==> src/rtl/lvrs_pkg.sv <==
`timescale 1ns / 1ps
`default_nettype none
// ----------------------------------------------------------------------------
// Linear volume read splitter package
// Geometry constants, request and result types, and the control and status
// bundles shared by the controller and the datapath.
// ----------------------------------------------------------------------------
package lvrs_pkg;

    // Volume geometry. Every figure is a power of two, so addresses split
    // into disk, block and offset by plain bit fields.
    localparam int DISK_COUNT      = 16;
    localparam int BLOCKS_PER_DISK = 256;
    localparam int BLOCK_BYTES     = 256;
    localparam int MAX_READ_BYTES  = 1024;

    localparam int OFF_W = $clog2(BLOCK_BYTES);
    localparam int BLK_W = $clog2(BLOCKS_PER_DISK);
    localparam int DSK_W = $clog2(DISK_COUNT);
    localparam int VOL_W = OFF_W + BLK_W + DSK_W;

    // Field widths of the transactions.
    localparam int ADDR_W  = 32;
    localparam int COUNT_W = 32;
    localparam int DISK_W  = 4;
    localparam int BLOCK_W = 8;
    localparam int OFFS_W  = 8;
    localparam int CHUNK_W = 9;
    localparam int TOTAL_W = 11;

    localparam logic [ADDR_W:0]    VOLUME_BYTES = (ADDR_W + 1)'(1) << VOL_W;
    localparam logic [COUNT_W-1:0] MAX_READ     = COUNT_W'(MAX_READ_BYTES);
    localparam logic [CHUNK_W-1:0] BLOCK_SIZE   = CHUNK_W'(BLOCK_BYTES);

    typedef enum logic [1:0] {
        MODE_MOUNT   = 2'd0,
        MODE_UNMOUNT = 2'd1,
        MODE_READ    = 2'd2,
        MODE_UNUSED  = 2'd3
    } t_mode;

    typedef struct packed {
        t_mode              mode;
        logic [ADDR_W-1:0]  start_address;
        logic [COUNT_W-1:0] byte_count;
        logic               buffer_present;
        logic               device_ok;
    } t_in_item;

    typedef struct packed {
        logic               status;
        logic [DISK_W-1:0]  disk_index;
        logic [BLOCK_W-1:0] block_index;
        logic [OFFS_W-1:0]  byte_offset;
        logic [CHUNK_W-1:0] chunk_bytes;
        logic [TOTAL_W-1:0] bytes_so_far;
        logic               is_last;
    } t_out_item;

    typedef struct packed {
        logic load;
        logic emit_single;
        logic emit_chunk;
    } t_ctl_cmd;

    typedef struct packed {
        logic out_free;
        logic single;
        logic chunk_last;
    } t_dp_stat;

endpackage
`default_nettype wire

==> src/rtl/lvrs_ctrl.sv <==
`timescale 1ns / 1ps
`default_nettype none
// ----------------------------------------------------------------------------
// Linear volume read splitter controller
// Sequences one request: capture, then one result or a run of descriptors.
// ----------------------------------------------------------------------------
module lvrs_ctrl
    import lvrs_pkg::*;
(
    input  wire logic     i_clk,
    input  wire logic     i_rst_n,
    input  wire logic     i_in_valid,
    input  wire t_dp_stat i_stat,
    output t_ctl_cmd      o_cmd,
    output logic          o_in_stall
);

    typedef enum logic [1:0] {
        ST_IDLE,
        ST_EVAL,
        ST_SPLIT
    } t_state;

    t_state r_state;

    always_ff @(posedge i_clk) begin
        if (!i_rst_n) begin
            r_state <= ST_IDLE;
        end else begin
            unique case (r_state)
                ST_IDLE: begin
                    if (i_in_valid) begin
                        r_state <= ST_EVAL;
                    end
                end
                ST_EVAL: begin
                    if (i_stat.out_free) begin
                        if (i_stat.single || i_stat.chunk_last) begin
                            r_state <= ST_IDLE;
                        end else begin
                            r_state <= ST_SPLIT;
                        end
                    end
                end
                ST_SPLIT: begin
                    if (i_stat.out_free && i_stat.chunk_last) begin
                        r_state <= ST_IDLE;
                    end
                end
                default: begin
                    r_state <= ST_IDLE;
                end
            endcase
        end
    end

    always_comb begin
        o_cmd = '0;
        unique case (r_state)
            ST_IDLE: begin
                o_cmd.load = i_in_valid;
            end
            ST_EVAL: begin
                o_cmd.emit_single = i_stat.out_free && i_stat.single;
                o_cmd.emit_chunk  = i_stat.out_free && !i_stat.single;
            end
            ST_SPLIT: begin
                o_cmd.emit_chunk = i_stat.out_free;
            end
            default: begin
                o_cmd = '0;
            end
        endcase
    end

    assign o_in_stall = (r_state != ST_IDLE);

endmodule
`default_nettype wire

==> src/rtl/lvrs_dp.sv <==
`timescale 1ns / 1ps
`default_nettype none
// ----------------------------------------------------------------------------
// Linear volume read splitter datapath
// Holds the mounted flag, the captured request, the chunk walker and the
// output register.
// ----------------------------------------------------------------------------
module lvrs_dp
    import lvrs_pkg::*;
(
    input  wire logic     i_clk,
    input  wire logic     i_rst_n,
    input  wire t_in_item i_in_data,
    input  wire t_ctl_cmd i_cmd,
    input  wire logic     i_out_stall,
    output t_dp_stat      o_stat,
    output logic          o_out_valid,
    output t_out_item     o_out_data
);

    logic               r_mounted;
    t_in_item           r_req;
    logic [ADDR_W-1:0]  r_addr;
    logic [TOTAL_W-1:0] r_done;
    logic               r_out_valid;
    t_out_item          r_out;

    logic [ADDR_W:0]    end_addr;
    logic               read_ok;
    logic               single;
    logic               single_status;
    logic               mount_change;
    logic [OFFS_W-1:0]  offset;
    logic [CHUNK_W-1:0] room;
    logic [TOTAL_W-1:0] len;
    logic [TOTAL_W-1:0] left;
    logic [CHUNK_W-1:0] chunk;
    logic [TOTAL_W-1:0] n_done;
    logic               chunk_last;

    assign end_addr = {1'b0, r_req.start_address} + {1'b0, r_req.byte_count};

    assign read_ok = r_mounted
                  && ({1'b0, r_req.start_address} < VOLUME_BYTES)
                  && (r_req.byte_count <= MAX_READ)
                  && (end_addr <= VOLUME_BYTES)
                  && (r_req.buffer_present || (r_req.byte_count == '0));

    always_comb begin
        single        = 1'b1;
        single_status = 1'b1;
        mount_change  = 1'b0;
        unique case (r_req.mode)
            MODE_MOUNT: begin
                mount_change  = !r_mounted && r_req.device_ok;
                single_status = !mount_change;
            end
            MODE_UNMOUNT: begin
                mount_change  = r_mounted && r_req.device_ok;
                single_status = !mount_change;
            end
            MODE_READ: begin
                single        = !read_ok || (r_req.byte_count == '0);
                single_status = !read_ok;
            end
            default: begin
                single        = 1'b1;
                single_status = 1'b1;
            end
        endcase
    end

    // The chunk never exceeds the room left in the current block.
    assign offset     = r_addr[OFF_W-1:0];
    assign room       = BLOCK_SIZE - {1'b0, offset};
    assign len        = r_req.byte_count[TOTAL_W-1:0];
    assign left       = len - r_done;
    assign chunk      = (left >= {2'b00, room}) ? room : left[CHUNK_W-1:0];
    assign n_done     = r_done + {2'b00, chunk};
    assign chunk_last = (n_done >= len);

    always_ff @(posedge i_clk) begin
        if (!i_rst_n) begin
            r_mounted   <= 1'b0;
            r_out_valid <= 1'b0;
        end else begin
            if (i_cmd.emit_single || i_cmd.emit_chunk) begin
                r_out_valid <= 1'b1;
            end else if (!i_out_stall) begin
                r_out_valid <= 1'b0;
            end
            if (i_cmd.emit_single && mount_change) begin
                r_mounted <= (r_req.mode == MODE_MOUNT);
            end
        end
    end

    always_ff @(posedge i_clk) begin
        if (i_cmd.load) begin
            r_req  <= i_in_data;
            r_addr <= i_in_data.start_address;
            r_done <= '0;
        end else if (i_cmd.emit_chunk) begin
            r_addr <= r_addr + ADDR_W'(chunk);
            r_done <= n_done;
        end
        if (i_cmd.emit_single) begin
            r_out <= '{status:       single_status,
                       disk_index:   '0,
                       block_index:  '0,
                       byte_offset:  '0,
                       chunk_bytes:  '0,
                       bytes_so_far: '0,
                       is_last:      1'b1};
        end else if (i_cmd.emit_chunk) begin
            r_out.status       <= 1'b0;
            r_out.disk_index   <= r_addr[VOL_W-1 -: DSK_W];
            r_out.block_index  <= r_addr[OFF_W +: BLK_W];
            r_out.byte_offset  <= offset;
            r_out.chunk_bytes  <= chunk;
            r_out.bytes_so_far <= n_done;
            r_out.is_last      <= chunk_last;
        end
    end

    assign o_stat.out_free   = !r_out_valid || !i_out_stall;
    assign o_stat.single     = single;
    assign o_stat.chunk_last = chunk_last;
    assign o_out_valid       = r_out_valid;
    assign o_out_data        = r_out;

endmodule
`default_nettype wire

==> src/rtl/linear_volume_read_splitter.sv <==
`timescale 1ns / 1ps
`default_nettype none
// ----------------------------------------------------------------------------
// Linear volume read splitter
// Mount, unmount and read requests against a linear volume of 16 disks of
// 256 blocks of 256 bytes; valid reads are split into per-block descriptors.
// ----------------------------------------------------------------------------
// Usage:
// Requests arrive on the input channel (i_in_valid, o_in_stall, i_in_data).
// A transaction is accepted on a rising edge with valid high and stall low.
// Results leave on the output channel (o_out_valid, i_out_stall, o_out_data),
// one transaction per result, the final one of each request with is_last set.
// Mount, unmount, a rejected read and an empty read give one result; a valid
// read gives one descriptor for each block it touches, at most five.
// Timing: the request is captured in ST_IDLE and checked in ST_EVAL, which
// also delivers the first result into the output register once it is free.
// Each further descriptor follows in ST_SPLIT while the output register can
// take it. The controller works on one request at a time and holds
// o_in_stall high until the last result of the current one is registered.
// When the receiver stalls, the output register keeps its transaction and
// the controller waits; nothing is dropped or repeated.
// Reset (synchronous, active low) leaves the volume unmounted, the output
// channel empty and the controller ready for a new request.
// ----------------------------------------------------------------------------
module linear_volume_read_splitter
    import lvrs_pkg::*;
(
    input  wire logic     i_clk,
    input  wire logic     i_rst_n,
    input  wire logic     i_in_valid,
    output logic          o_in_stall,
    input  wire t_in_item i_in_data,
    output logic          o_out_valid,
    input  wire logic     i_out_stall,
    output t_out_item     o_out_data
);

    // Command and status bundles between the sequencer and the datapath.
    t_ctl_cmd cmd;
    t_dp_stat stat;

    // The controller decides when to capture a request and when to emit a
    // single result or the next descriptor.
    lvrs_ctrl u_ctrl (
        .i_clk      (i_clk),
        .i_rst_n    (i_rst_n),
        .i_in_valid (i_in_valid),
        .i_stat     (stat),
        .o_cmd      (cmd),
        .o_in_stall (o_in_stall)
    );

    // The datapath keeps the mounted flag, validates the request, walks the
    // address block by block and holds the result register.
    lvrs_dp u_dp (
        .i_clk       (i_clk),
        .i_rst_n     (i_rst_n),
        .i_in_data   (i_in_data),
        .i_cmd       (cmd),
        .i_out_stall (i_out_stall),
        .o_stat      (stat),
        .o_out_valid (o_out_valid),
        .o_out_data  (o_out_data)
    );

endmodule
`default_nettype wire

==> config.mk <==
export PLATFORM = sky130hd
export DESIGN_NAME = linear_volume_read_splitter
export DESIGN_NICKNAME = d
export VERILOG_FILES = /design/src/rtl/lvrs_pkg.sv /design/src/rtl/lvrs_ctrl.sv /design/src/rtl/lvrs_dp.sv /design/src/rtl/linear_volume_read_splitter.sv
export SDC_FILE = /design/constraint.sdc
export NUM_CORES = 1
export LEC_CHECK = 0
export ABC_AREA = 1
export BUFFER_PORTS_ARGS = -buffer_cell sky130_fd_sc_hd__buf_2
export CAP_MARGIN = 20
export CORE_ASPECT_RATIO = 1.5
export CORE_MARGIN = 10
export CORE_UTILIZATION = 60
export DETAILED_ROUTE_END_ITERATION = 6
export MAX_ROUTING_LAYER = met4
export PLACE_DENSITY = 0.82
export REMOVE_ABC_BUFFERS = 1
export SYNTH_ARGS = -nofsm -noshare
export SYNTH_HDL_FRONTEND = slang
export SYNTH_SLANG_ARGS = --single-unit
==> constraint.sdc <==
create_clock -name i_clk -period 6.7 [get_ports i_clk]
set_input_delay 0 -clock i_clk [delete_from_list [all_inputs] [get_ports i_clk]]
set_output_delay 0 -clock i_clk [all_outputs]
set_load 0.01 [all_outputs]
==> run metrics <==
worst-path fanout max=9; Final Net Count=1721; clock tree from TritonCTS=yes; DR vias=9902; Congestion Overflow GR=0; share of cells above drive strength 1=0.1500; initial core utilization=0.6084; Main synth FF type=edfxtp_1; post-synthesis async set-or-reset flop share=0; per-cell routed wire length=17.09 µm; Comb power frac=0.582; initial DRC count=793; internal power=0.003040 W; wl on met1=10870 µm; worst-skew pair later-pin latency=0.45 ns; period utilization=0.9523; Total Neg Setup Slack=0 ns; Layout area overhead=21.22%; global-route wire length before repair=48530 µm; Crit Path Class=reg -> reg; Crit. End Element=register; Clk pwr share=0.161; Cells after Synth=1370; Die Area=0.02272 mm²; slew margin rel.=0.3085; Post-synth EDFFs=89; Post-Syn Area per Cell=7.444 µm²; CTS Buf Count=17; Area after DPL=0.01094 mm²; switching power=0.002967 W; Routed Wire Length=30490 µm; met3 routed wirelength=1248 µm; Top-Level Pins=116; endpoints failing hold=0; Slew @ Worst Pin=1.024 ns; met2 wire length=16360 µm; initial antenna violation count=1; Crit path required time=7.03 ns; Switching Share=0.4939; clk slew on worst S/H paths=0.07 ns; worst stage delay on the critical path=0.49 ns; mapped cell area=0.01020 mm²; final setup fails=0; Placement Rows=58; Layout fillers=1261; Min Clock Period, post-route=6.380 ns; Core ar.=0.01676 mm²; status=complete, no violations; slowest stage cell, crit path=edfxtp_1; post-synthesis sequential area ratio=0.3720; YS warnings=0; Worst Skew=0.01413 ns; Root Driver=clkbuf_16; Peak Freq=0.1567 GHz; P per Cell Area=485.9 mW/mm²; Remaining DRCs=0; TritonRoute pass-1 iters=6; Arr. time, crit path=6.71 ns; antenna viol nets, final=0; drt via density=5.550; Yosys reg bits=145; Synth cell types=47; LEAKAGE=6.231 nW; worst hold path type=in -> reg; register area=0.003794 mm²; Final Slew Violations=0; Detailed Place HPWL=22470 µm; CTS H-tree lvls=4; Crit path top cell by count=a21oi_1; design area=0.01236 mm²; Die Width=126.5 µm; critical path launch point type=register; die height=179.7 µm; largest net degree at the start of global routing=56; GP Congestion=0.9549; vias in the first global route=10035; Port Buffers=115; Max Root-Sink Buffers=2; Top Layer Used=met4; CTS sink count=145; area of the multi-input gates=0.005507 mm²; Flop pwr share=0.257; # Max-Cap Violations=0; Worst VDD drop=0.4133 mV; Total GRT Usage=0.2684
[registers in the layout, indices dropped and copies added, names as in the netlist]
signal / cells
u_dp.r_addr: 20
u_dp.len: 11
u_dp.r_req: 57
u_ctrl.r_state: 2
u_dp.r_mounted: 1
u_dp.o_out_valid: 1
u_dp.r_done: 11
u_dp.o_out_data: 42
[cell usage in the layout (no fill, tap or decap), types with 56 or more instances in the layout]
master / synthesis / final
a21oi_1: 57 / 57
nand3_1: 158 / 155
nor2_1: 107 / 107
inv_1: 195 / 194
dlygate4sd3_1: 0 / 70
ha_1: 85 / 84
buf_2: 13 / 115
edfxtp_1: 89 / 89
nand2_1: 377 / 376
dfxtp_1: 56 / 56
[per-layer routing]
| layer | track usage | vias up |
|---|---|---|
| met3 | 0.04005 | 118 |
| met4 | 0.1654 | 0 |
| li1 | - | 4859 |
| met2 | 0.4859 | 368 |
| met5 | - | - |
| met1 | 0.2593 | 4557 |
[logic make-up after synthesis]
group / Yosys count / synth area share
and+or+nand+nor: 731 / 0.3179
buffers and inverters: 240 / 0.09398
DFF: 145 / 0.3720
AOI/OAI and AO/OA: 129 / 0.07312
adders and majority gates: 89 / 0.1121
xor gates and xnor gates: 36 / 0.03092
[synthesized netlist by cell type (2+ instances only)]
| cell type | number | area share |
|---|---|---|
| nand2_1 | 377 | 0.14 |
| inv_1 | 195 | 0.072 |
| nand3_1 | 158 | 0.078 |
| nor2_1 | 107 | 0.039 |
| edfxtp_1 | 89 | 0.26 |
| ha_1 | 85 | 0.10 |
| a21oi_1 | 57 | 0.028 |
| dfxtp_1 | 56 | 0.11 |
| o21ai_0 | 37 | 0.018 |
| nand4_1 | 26 | 0.016 |
| xor2_1 | 25 | 0.021 |
| nand2_2 | 17 | 0.010 |
| inv_2 | 16 | 0.0059 |
| buf_2 | 13 | 0.0064 |
| nor3_1 | 12 | 0.0059 |
| xnor2_1 | 11 | 0.0094 |
| a31oi_1 | 8 | 0.0049 |
| nor2_2 | 8 | 0.0049 |
| a21oi_2 | 5 | 0.0043 |
| clkbuf_1 | 5 | 0.0018 |
| nand3b_1 | 5 | 0.0037 |
| nor2_4 | 5 | 0.0055 |
| o21bai_1 | 5 | 0.0037 |
| a21o_1 | 4 | 0.0029 |
| buf_6 | 4 | 0.0044 |
| fa_1 | 4 | 0.0079 |
| and3_1 | 3 | 0.0018 |
| buf_1 | 3 | 0.0011 |
| buf_4 | 3 | 0.0022 |
| nand3_2 | 3 | 0.0029 |
| o21ai_1 | 3 | 0.0015 |
| o31ai_1 | 3 | 0.0022 |
| nand2_4 | 2 | 0.0022 |
| nor4_1 | 2 | 0.0012 |
| or2_2 | 2 | 0.0012 |
[path summary, 6_finish.rpt]
path | from | endpoint | slack, ns | depth (start not counted)
worst min register to register | u_dp.o_out_data[37] | u_dp.o_out_data[37] | 0.47 | 2
worst max-delay path | u_dp.len[2] | u_ctrl.r_state[0] | 0.32 | 39
worst min-delay path | i_in_valid | u_ctrl.r_state[0] | 0.004 | 3
worst max register to register | u_dp.len[2] | u_ctrl.r_state[0] | 0.32 | 39
[metrics by stage]
step,util,worst slack [ns],total power (W),hold slack (ns),instances
6_report,0.7375,0.3198,0.006007,0.004008,1784
5_1_grt,0.7375,-0.03407,0.006494,0.02097,1784
4_1_cts,0.7308,0.09072,0.005882,0.07336,1776
3_5_place_dp,0.6528,-0.01713,0.004843,0.1781,1674
3_3_place_gp,0.6516,0.3288,0.004758,0.1766,1673
2_1_floorplan,-,0.6688,0.003900,0.09763,1342
[area by class of cell]
class | count | area share
diodes | 1 | 0.0002024
repair buffers | 199 | 0.1127
flip-flops and latches | 145 | 0.3069
clock buffers | 17 | 0.03441
well taps | 210 | 0.02125
multi-input cells | 985 | 0.4454
clock inverters | 15 | 0.01467
inverters | 212 | 0.06447
[critical path: cells and delay by family (launching register included)]
family | cells | cell delay, ns
fa+ha+maj | 4 | 1.24
compound gates | 18 | 2.49
xor+xnor | 2 | 0.36
buf+inv | 4 | 0.54
flops | 1 | 0.49
simple gates | 11 | 1.14
[power by group through the flow]
| stage | logic [W] | registers [W] | clock network (W) |
|---|---|---|---|
| floorplan | 0.00235 | 0.00155 | 0 |
| global placement | 0.00322 | 0.00154 | 0 |
| detailed placement | 0.00329 | 0.00155 | 0 |
| CTS | 0.00338 | 0.00154 | 0.000966 |
| global route | 0.00391 | 0.00158 | 0.00101 |
| finish | 0.00350 | 0.00154 | 0.000969 |
[repair_timing]
item	CTS	global route
setup endpoints to repair	2	3
endpoints found under the hold margin	92	0
gates resized for setup	2	13
hold buffers	70	0
pin swaps	0	1
buffers inserted	0	7
Power figures use the tool's default switching activity.
